==> src/rtl/dslp_pkg.sv <==
package dslp_pkg;

  localparam int MAX_NODES   = 64;
  localparam int MAX_EDGES   = 256;
  localparam int NODE_W      = 6;
  localparam int NCNT_W      = 7;
  localparam int EDGE_W      = 8;
  localparam int ETOT_W      = 9;
  localparam int DEG_W       = 9;
  localparam int WEIGHT_BITS = 16;
  localparam int DIST_BITS   = 24;
  localparam int COUNT_W     = 64;

  localparam logic [1:0] CMD_ADD   = 2'd0;
  localparam logic [1:0] CMD_RUN   = 2'd1;
  localparam logic [1:0] CMD_CLEAR = 2'd2;
  localparam logic [1:0] CMD_NOP   = 2'd3;

  localparam logic [1:0] ST_OK    = 2'd0;
  localparam logic [1:0] ST_FULL  = 2'd1;
  localparam logic [1:0] ST_RANGE = 2'd2;

  localparam logic signed [DIST_BITS-1:0] DIST_MAX = {1'b0, {(DIST_BITS-1){1'b1}}};
  localparam logic signed [DIST_BITS-1:0] DIST_MIN = {1'b1, {(DIST_BITS-1){1'b0}}};

  typedef enum logic [1:0] {
    K_ADD,
    K_RANGE,
    K_RUN,
    K_CLEAR
  } kind_e;

  typedef enum logic [4:0] {
    B_IDLE,
    B_RESP,
    B_INIT,
    B_DEG_RD,
    B_DEG_ED,
    B_DEG_WR,
    B_SEED_RD,
    B_SEED_CK,
    B_KAHN_TOPO,
    B_KAHN_U,
    B_KAHN_EDGE,
    B_KAHN_ED,
    B_KAHN_WR,
    B_RLX_TOPO,
    B_RLX_UA,
    B_RLX_UB,
    B_RLX_EDGE,
    B_RLX_ED,
    B_RLX_WR,
    B_EMIT_RD,
    B_EMIT_OUT
  } bstate_e;

  typedef struct packed {
    logic [1:0]                    cmd;
    logic [NODE_W-1:0]             from_node;
    logic [NODE_W-1:0]             to_node;
    logic signed [WEIGHT_BITS-1:0] weight;
    logic [NODE_W-1:0]             source_node;
  } in_item_t;

  typedef struct packed {
    logic [NODE_W-1:0]           node_index;
    logic                        reachable;
    logic signed [DIST_BITS-1:0] short_dist;
    logic                        has_parent;
    logic [NODE_W-1:0]           parent_node;
    logic [COUNT_W-1:0]          short_path_count;
    logic signed [DIST_BITS-1:0] long_dist;
    logic [COUNT_W-1:0]          all_path_count;
    logic [1:0]                  status;
    logic                        last;
  } out_item_t;

  typedef struct packed {
    kind_e                         kind;
    logic [NODE_W-1:0]             from_node;
    logic [NODE_W-1:0]             to_node;
    logic signed [WEIGHT_BITS-1:0] weight;
    logic [NODE_W-1:0]             source_node;
  } q_item_t;

  typedef struct packed {
    logic    valid;
    q_item_t item;
  } q_head_t;

  typedef struct packed {
    logic [NODE_W-1:0]             tail;
    logic [NODE_W-1:0]             head;
    logic signed [WEIGHT_BITS-1:0] weight;
  } edge_t;

  typedef struct packed {
    logic                        reached;
    logic                        has_pred;
    logic [NODE_W-1:0]           pred;
    logic signed [DIST_BITS-1:0] sd;
    logic signed [DIST_BITS-1:0] ld;
    logic [COUNT_W-1:0]          sc;
    logic [COUNT_W-1:0]          pc;
  } node_rec_t;

endpackage

==> src/rtl/dslp_front.sv <==
module dslp_front (
  input  logic                clk_i,
  input  logic                rst_ni,
  input  logic [6:0]          n_i,
  input  logic                in_valid_i,
  output logic                in_stall_o,
  input  dslp_pkg::in_item_t  in_data_i,
  output dslp_pkg::q_head_t   q_head_o,
  input  logic                q_pop_i
);
  import dslp_pkg::*;

  q_item_t    slot_q [2];
  logic       wr_ptr_q, wr_ptr_d, rd_ptr_q, rd_ptr_d;
  logic [1:0] count_q, count_d;
  logic       accept, push, pop;
  q_item_t    cls;

  assign in_stall_o = (count_q == 2'd2);
  assign accept     = in_valid_i && !in_stall_o;
  assign push       = accept && (in_data_i.cmd != CMD_NOP);
  assign pop        = q_pop_i && (count_q != 2'd0);

  always_comb begin
    cls.from_node   = in_data_i.from_node;
    cls.to_node     = in_data_i.to_node;
    cls.weight      = in_data_i.weight;
    cls.source_node = in_data_i.source_node;
    unique case (in_data_i.cmd)
      CMD_ADD: begin
        cls.kind = ({1'b0, in_data_i.from_node} < n_i && {1'b0, in_data_i.to_node} < n_i)
                   ? K_ADD : K_RANGE;
      end
      CMD_RUN: begin
        cls.kind = ({1'b0, in_data_i.source_node} < n_i) ? K_RUN : K_RANGE;
      end
      default: cls.kind = K_CLEAR;
    endcase
  end

  always_comb begin
    wr_ptr_d = push ? ~wr_ptr_q : wr_ptr_q;
    rd_ptr_d = pop ? ~rd_ptr_q : rd_ptr_q;
    count_d  = count_q + {1'b0, push} - {1'b0, pop};
  end

  always_ff @(posedge clk_i or negedge rst_ni) begin
    if (!rst_ni) begin
      wr_ptr_q <= 1'b0;
      rd_ptr_q <= 1'b0;
      count_q  <= 2'd0;
    end else begin
      wr_ptr_q <= wr_ptr_d;
      rd_ptr_q <= rd_ptr_d;
      count_q  <= count_d;
    end
  end

  always_ff @(posedge clk_i) begin
    if (push) begin
      slot_q[wr_ptr_q] <= cls;
    end
  end

  assign q_head_o.valid = (count_q != 2'd0);
  assign q_head_o.item  = slot_q[rd_ptr_q];

  a_count_bound: assert property (@(posedge clk_i) disable iff (!rst_ni)
    count_q != 2'd3) else $error("queue count overflow");
  a_no_push_full: assert property (@(posedge clk_i) disable iff (!rst_ni)
    count_q == 2'd2 |-> !push) else $error("push into full queue");
  a_pop_order: assert property (@(posedge clk_i) disable iff (!rst_ni)
    (count_q == 2'd1 && pop && !push) |=> count_q == 2'd0)
    else $error("queue count slip");

endmodule

==> config.mk <==
export PLATFORM = sky130hd
export DESIGN_NAME = dslp_front
export DESIGN_NICKNAME = d
export VERILOG_FILES = /design/src/rtl/dslp_pkg.sv /design/src/rtl/dslp_front.sv
export SDC_FILE = /design/constraint.sdc
export NUM_CORES = 1
export LEC_CHECK = 0
export ABC_CLOCK_PERIOD_IN_PS = 5300
export BUFFER_PORTS_ARGS = -buffer_cell sky130_fd_sc_hd__buf_2
export CAP_MARGIN = 20
export CORE_MARGIN = 2
export CORE_UTILIZATION = 57
export DETAILED_ROUTE_END_ITERATION = 10
export GPL_TIMING_DRIVEN = 1
export PLACE_DENSITY = 0.85
export SETUP_SLACK_MARGIN = 0.1
export SLEW_MARGIN = 10
export SYNTH_ARGS = -nofsm -noshare
export SYNTH_HDL_FRONTEND = slang
export SYNTH_SLANG_ARGS = --single-unit
==> constraint.sdc <==
create_clock -name clk_i -period 5.3 [get_ports clk_i]
set_clock_uncertainty 0.05 [all_clocks]
set_input_delay 0.53 -clock clk_i [delete_from_list [all_inputs] [get_ports clk_i]]
set_output_delay 0.53 -clock clk_i [all_outputs]
set_load 0.1 [all_outputs]
Yosys cells after proc, flatten, opt, wreduce, memory -nomap -nowiden
Memory sizes are Yosys's and may differ from the RTL's.
Index checks and enable logic that the tools add are counted.
- bits in registers: 4
- bits in writable memories: 72
- output and inout bits: 38
- logic and storage cells: 26
- memories kept: 1
- add/subtract/negate cells: 2
- magnitude comparators: 3
- eq/ne operators: 3
- mux-type cells: 5
- bitwise operators: 2
- reduce and logical (&&, ||, !) cells: 7
- memories (memory ; depth ; bits a word ; rd ports ; clocked after Yosys merged registers in ; wr ports ; RTL line ; source):
    slot_q ; 2 ; 36 ; 1 ; 0 ; 1 ; dslp_front.sv:13 ; q_item_t slot_q [2];
- operators by type and width (cell ; number):
    less-than comparator 6 x 7 -> 1 bit ; 3
    logical AND 1 bit ; 4
    case mux 2 bit (2 select lines) ; 1
    two-way mux 1 bit ; 3
    adder 2 x 1 -> 2 bit ; 1
    equality test 2 x 1 -> 1 bit (second input constant) ; 1
    equality test 2 bit (second input constant) ; 1
    logical NOT 2 bit ; 1
    two-way mux 2 bit ; 1
    inequality test 2 bit (second input constant) ; 1
    inverter 1 bit ; 2
    nonzero test 2 bit ; 1
    subtractor 2 x 1 -> 2 bit ; 1
    logical NOT 1 bit ; 1

Logic depth before layout (Yosys ltp)
Gate-level depths: netlist (run 1).
- depth in word-level cells: 6
- depth in mapped cells: 8
- mapped depth without buffers: 8

Least setup slack after synthesis (run 1)
Ideal clock, no wire load.
- path kind: reg2reg
- from: reg count_q[1]
- to: mem slot_q[1][0] in the netlist's numbering, enable pin
- data arrival time: 2.778 ns
- data required time: 4.821 ns
- setup slack: 2.043 ns
- stages on the path, launching flop included: 5
- clock period less this slack: 3.257 ns
- cells stage by stage: dfrtp_1 -> and2b_1 -> a21oi_2 -> nand2_2 -> nor2_1
- longest elaborated chain between the ends: 6
- RTL lines (element ; RTL line ; source):
    from (decl) ; dslp_front.sv:15 ; logic [1:0] count_q, count_d;
    from (signal assigned) ; dslp_front.sv:55 ; count_q <= count_d;
    equality test 2 bit ; dslp_front.sv:19 ; assign in_stall_o = (count_q == 2'd2);
    named net in_stall_o ; dslp_front.sv:6 ; output logic in_stall_o,
    logical NOT 1 bit ; dslp_front.sv:20 ; assign accept = in_valid_i && !in_stall_o;
    logical AND 1 bit ; dslp_front.sv:20 ;
    logical AND 1 bit ; dslp_front.sv:21 ; assign push = accept && (in_data_i.cmd != CMD_NOP);
    two-way mux 1 bit ; dslp_front.sv:60 ; if (push) begin
    two-way mux 1 bit (not written as such) ; dslp_front.sv:61 ; slot_q[wr_ptr_q] <= cls;
    to (decl) ; dslp_front.sv:13 ;
The timed path passes the listed nets, and every way through them passes these cells.

==> results of run 1 <==
==> metrics by stage <==
step                      std cells  hold WS, ns  instance area, sq um  worst slack (ns)
final                           349        0.330                  4000              2.80
after global routing            349        0.319                  4000              2.74
after CTS                       348        0.315                  3980              2.47
after detailed placement        331        0.289                  3810              2.85
after global placement          331        0.292                  3810              2.88
after floorplan                 179        0.184                  3330              2.04
==> cell type report <==
cell class / instances / area, sq um
fillers: 376 / 1580
well taps: 72 / 90.1
multi-input cells: 92 / 1010
clock buffers: 11 / 131
repair buffers: 86 / 450
flip-flops and latches: 76 / 2260
inverters: 7 / 26.3
clock inverters: 5 / 28.8
==> registers in the layout (all words and copies together) (netlist names) <==
signal / cells
wr_ptr_q: 1
count_q: 2
slot_q: 72
rd_ptr_q: 1
==> cells by family (layout without fill, tap and decap cells) <==
| family | count (synthesis) | in the layout | synth area share |
|---|---|---|---|
| AO/OA/AOI/OAI | 17 | 17 | 0.0346 |
| XOR/XNOR | 4 | 4 | 0.0105 |
| adder cells (fa/ha/maj) | 17 | 17 | 0.0640 |
| buffers and inverters | 11 | 109 | 0.0214 |
| flip-flops | 76 | 76 | 0.680 |
| multiplexers | 36 | 36 | 0.155 |
| AND/OR/NAND/NOR | 18 | 18 | 0.0346 |
==> layer usage <==
metal | routed length, um | vias to the layer above
met5 | 0 | -
met4 | 91 | 0
met3 | 315 | 11
met2 | 3000 | 58
met1 | 2370 | 908
li1 | - | 875
==> path summary, 6_finish.rpt <==
kind | end | slack (ns) | cells after the start
min in group asynchronous | count_q[1]$_DFF_PN0_ | 0.48 | 2
worst max-delay path | q_head_o[3] | 2.80 | 3
worst min-delay path | slot_q[0][21]$_DFFE_PP_ | 0.33 | 1
worst max register to register | slot_q[1][18]$_DFFE_PP_ | 3.21 | 4
max in group asynchronous | rd_ptr_q$_DFFE_PN0P_ | 4.60 | 2
worst min register to register | count_q[1]$_DFF_PN0_ | 0.45 | 1
==> cell usage in the layout, fill, tap and decap left out, drive strengths merged, types with 2 or more instances in the layout <==
master | Yosys | layout
buf | 4 | 85
edfxtp | 72 | 72
mux2 | 36 | 36
ha | 17 | 17
clkbuf | 0 | 11
inv | 7 | 7
a21o | 4 | 4
nand2 | 4 | 4
dfrtp | 4 | 4
a21oi | 4 | 4
clkinv | 0 | 4
o21ai | 3 | 3
a31oi | 3 | 3
xnor2 | 3 | 3
nor2 | 3 | 3
and2b | 2 | 2
nand2b | 2 | 2
nand4b | 2 | 2
==> results by group, run 1 <==
Outcome
  – Status: complete, no violations

Synthesis
  – Commonest cells post-synth: edfxtp_1 (72), mux2_4 (29), ha_1 (17), inv_1 (7), mux2_2 (7)
  – Syn. warnings: 0
  – Syn Area/Cell: 18.6 sq um
  – Post-synthesis cell type count: 28
  – EDFF count, synth: 72
  – Leading area contributor after synthesis: edfxtp_1
  – Post-synth net total: 243
  – Post-synthesis sequential area ratio: 0.680
  – Ys flop type: edfxtp_1
  – Synth Instances: 179
  – Yosys reg bits: 76
  – Most frequent cell after synthesis: edfxtp_1
  – Cell Area, Synth: 0.00333 sq mm
  – Synth top area share: 0.650
  – Ys async rst share: 0.0526
  – Main area contributors after synthesis: edfxtp_1 (65%), mux2_4 (13%), ha_1 (6.4%), dfrtp_1 (3.0%), mux2_2 (2.4%)

Setup path
  – CP bufs+invs: 2
  – CP delay by family, top: flip-flops
  – Critical Path AT: 1.92 ns
  – Worst r2r src: count_q[1]$_DFF_PN0_
  – Crit end category: output pin
  – Worst path slowest cell: dfrtp_2
  – Crit Path Class: reg -> out
  – Worst Setup SP: rd_ptr_q$_DFFE_PN0P_
  – CP cell instances: buf_12 -> mux2_2 -> buf_2
  – Req. time, crit path: 4.72 ns
  – Startpoint types: register
  – Critical path's largest stage delay: 0.63 ns
  – Critical path peak fanout: 26

Min path
  – Hold crit path type: in -> reg
  – Worst Hold Launch: in_data_i[21]

Timing
  – Post-route minimum period: 2.50 ns
  – RSZ-0062 raised after global routing: false
  – Final Hold Fails: 0
  – Relative slew slack: 0.302
  – FMAX: 400 MHz
  – Fin. max-slew vios: 0
  – Worst-Margin Slew: 1.04 ns
  – Total negative slack: 0 ns
  – Setup Viol. Count Final: 0
  – Fin crit share: 0.472

Route
  – DRT iter0 DRCs: 115
  – Remaining antenna violation count: 0
  – Drt via density: 5.31
  – Routed vias: 1852
  – WL final: 5770 um
  – Drt pass-1 iters: 4
  – Wirelength per Cell: 16.5 um
  – Detailed-route DRC error count: 0

GRT
  – Total grt overflow: 0
  – First-pass GRT wire length: 8840 um
  – Largest net degree at the start of global routing: 38
  – Total track usage: 0.191
  – GRT Max-Usage Layer: met2
  – Met2 usage: 0.344
  – Vias in the first global route: 1917
  – GR Util met3: 0.0427
  – GR met1 Demand/Resource: 0.216
  – Initial antenna violation count: 0

Floorplan
  – Die Height: 80.4 um
  – Rows: 27
  – Die area: 0.00646 sq mm
  – Core area: 0.00557 sq mm
  – Width of the chip: 80.4 um
  – Initial Util: 0.597
  – Ports: 85

Clock tree
  – Clock tree buffer depth: 2
  – Post-CTS Setup Bufs: 0
  – Clk slew on worst S/H paths: 0.08 ns
  – Worst-Skew Late Latency: 0.34 ns
  – CTS tree: done
  – Clock sink total: 76
  – Num CTS Buffers: 9
  – Max H-tree Level: 3
  – Cts hold-fix bufs: 1
  – Post_cts resized: 0
  – Clock root buffer: clkbuf_8

Cells and area
  – Fin nets: 336
  – Core Util, Final: 0.717
  – N_diodes: 0
  – Area grow syn2layout: 20.2%
  – Share of cells above drive strength 1: 0.509

Placement
  – GP Congestion: 0.697
  – Placed wire-length estimate: 3950 um
  – I/O Buffers: 84

Flow run
  – # Max-Cap Violations: 0
Power of run 1 is left out: the tool's default activity adds up to more than one toggle a clock period on the data nets, which glitch-free logic cannot reach.
==> run 2, diff against run 1 <==
Settings changed: ABC_CLOCK_PERIOD_IN_PS 5300 to 2600, CORE_UTILIZATION 57 to 53, PLACE_DENSITY 0.85 to 0.8.
Clock period 5.3 ns to 2.6 ns, I/O delays scaled along.
==> run 2 against run 1 <==
Against the previous run:
- flip-flop and latch count is the same
- sequential share of layout area fell by 0.23 points
- register-to-register slack lost 2.4 ns
- cell count rose by 1.1%
- utilization down 4.7 points
- cell area rose by 0.41%
- routed wire length down 3.2%
- critical path type unchanged
==> results by group, run 2 (synthesized netlist as in run 1, its figures left out) <==
Route
  – Detailed-route DRC error count: 0 (unchanged)
  – Routed vias: 1790 (was 1852)
  – Drt pass-1 iters: 4 (unchanged)
  – Remaining antenna violation count: 0 (unchanged)
  – WL final: 5590 um (was 5770 um)
  – DRT iter0 DRCs: 71 (was 115)
  – Wirelength per Cell: 15.8 um (was 16.5 um)
  – Drt via density: 5.07 (was 5.31)

Cells and area
  – Most frequent cells in the layout: buf_2 (84), edfxtp_1 (72), mux2_4 (29) (unchanged)
  – Core Util, Final: 0.670 (was 0.717)
  – Area grow syn2layout: 20.7% (was 20.2%)
  – Max reg flops: 72 (unchanged)
  – Regs by FF count: slot_q (72), count_q (2) (unchanged)
  – Share of cells above drive strength 1: 0.518 (was 0.509)
  – N_diodes: 0 (unchanged)
  – Largest reg by FF count: slot_q (unchanged)
  – Fin nets: 338 (was 336)
  – Most common cell after layout, fill and taps aside: buf_2 (unchanged)

Timing
  – Final setup margin: 0.446 ns (was 2.80 ns)
  – Fin. max-slew vios: 0 (unchanged)
  – Relative slew slack: 0.668 (was 0.302)
  – Setup Viol. Count Final: 0 (unchanged)
  – FMAX: 464 MHz
  – RSZ-0062 raised after global routing: false (unchanged)
  – Final Hold Fails: 0 (unchanged)
  – Post-route minimum period: 2.15 ns
  – Worst-Margin Slew: 0.497 ns (was 1.04 ns)
  – Fin crit share: 0.829

Setup path
  – Critical R2R Capture: count_q[1]$_DFF_PN0_ (was slot_q[1][18]$_DFFE_PP_)
  – CP cell instances: buf_12 -> mux2_2 -> buf_2 (unchanged)
  – Crit end category: output pin (unchanged)
  – Startpoint types: register (unchanged)
  – Critical path's largest stage delay: 0.56 ns (was 0.63 ns)
  – Req. time, crit path: 2.29 ns (was 4.72 ns)
  – Worst path slowest cell: dfrtp_2 (unchanged)
  – Reg-to-reg setup timing slack: 0.81 ns (was 3.21 ns)
  – Critical path peak fanout: 29 (was 26)
  – Worst Reg-to-Reg Cells: 8 (was 4)
  – Worst r2r src: count_q[0]$_DFF_PN0_ (was count_q[1]$_DFF_PN0_)
  – Critical Path AT: 1.84 ns (was 1.92 ns)
  – Crit Path Class: reg -> out (unchanged)

Clock tree
  – Num CTS Buffers: 9 (unchanged)
  – Post-CTS Setup Bufs: 0 (unchanged)
  – Worst-Skew Late Latency: 0.33 ns (was 0.34 ns)
  – Post_cts resized: 0 (unchanged)
  – CTS tree: done (unchanged)
  – Max H-tree Level: 3 (unchanged)
  – Clock sink total: 76 (unchanged)
  – Clock tree buffer depth: 2 (unchanged)
  – Clock root buffer: clkbuf_8 (unchanged)
  – Clk slew on worst S/H paths: 0.08 ns (about the same)

Min path
  – Worst Hold Launch: in_data_i[13] (was in_data_i[21])
  – Hold endpoint: slot_q[1][13]$_DFFE_PP_ (was slot_q[0][21]$_DFFE_PP_)
  – Hold path depth: 1 (unchanged)
  – Hold crit path type: in -> reg (unchanged)

GRT
  – First-pass GRT wire length: 8560 um (was 8840 um)
  – Vias in the first global route: 1825 (was 1917)
  – GRT Max-Usage Layer: met2 (unchanged)
  – Met2 usage: 0.276 (was 0.344)
  – Total track usage: 0.161 (was 0.191)
  – GR Util met3: 0.0408 (was 0.0427)
  – GR met1 Demand/Resource: 0.196 (was 0.216)
  – Total grt overflow: 0 (unchanged)
  – Initial antenna violation count: 0 (unchanged)
  – Largest net degree at the start of global routing: 37 (was 38)

Floorplan
  – Width of the chip: 83.2 um (was 80.4 um)
  – Ports: 85 (unchanged)
  – Die Height: 83.2 um (was 80.4 um)
  – Initial Util: 0.555 (was 0.597)
  – Rows: 28 (was 27)
  – Core area: 0.00599 sq mm (was 0.00557 sq mm)
  – Die area: 0.00692 sq mm (was 0.00646 sq mm)

Placement
  – I/O Buffers: 84 (unchanged)
  – Placed wire-length estimate: 3870 um (was 3950 um)
  – Place WS: 0.797 ns (was 2.85 ns)
  – GP Congestion: 0.758 (was 0.697)

Outcome
  – Status: complete, no violations (unchanged)

Flow run
  – # Max-Cap Violations: 0 (unchanged)
run 2: per-layer routing:
layer  share of wire  routed length [um]  up-vias
met5               0                   0        -
met4           0.013                  75        0
met3           0.053                 295        9
met2            0.50                2790       55
met1            0.43                2420      851
li1                -                   -      875
run 2: final cells by class:
class	instances	area, sq um
sequential	76	2260
multi-input combinational	92	1010
tap	75	93.8
fill	418	1980
clock buffer	10	128
inverter	7	26.3
timing repair buffer	88	465
clock inverter	5	30.0
run 2: stage by stage:
| stage | hold slack [ns] | setup TNS, ns | area, sq um | std cells |
|---|---|---|---|---|
| after floorplan | -0.0856 | -4.71 | 3330 | 179 |
| after global placement | 0.0263 | 0 | 3850 | 337 |
| after detailed placement | 0.0268 | 0 | 3850 | 337 |
| after CTS | 0.0472 | 0 | 4010 | 353 |
| after global routing | 0.0474 | 0 | 4010 | 353 |
| final | 0.0594 | 0 | 4010 | 353 |
run 2: how the worst max path moves through the flow:
stage / start / endpoint
4_1_cts: rd_ptr_q$_DFFE_PN0P_ / q_head_o[5]
3_5_place_dp: rd_ptr_q$_DFFE_PN0P_ / q_head_o[5]
2_1_floorplan: count_q[1]$_DFF_PN0_ / slot_q[0][0]$_DFFE_PP_
6_report: rd_ptr_q$_DFFE_PN0P_ / q_head_o[5]
5_1_grt: rd_ptr_q$_DFFE_PN0P_ / q_head_o[5]
3_3_place_gp: rd_ptr_q$_DFFE_PN0P_ / q_head_o[35]
run 2: what timing repair did:
item | 4_1_cts | 5_1_grt
hold buffers | 1 | 0
endpoints found under the hold margin | 4 | 0
endpoints found under the setup margin | 0 | 0
run 2: critical path: cells and delay by family, from the launching register on:
family                 cells  cell delay (ns)
muxes                      1             0.37
buffers and inverters      2             0.56
DFF                        1             0.56
Power of run 2 is left out for the same reason.
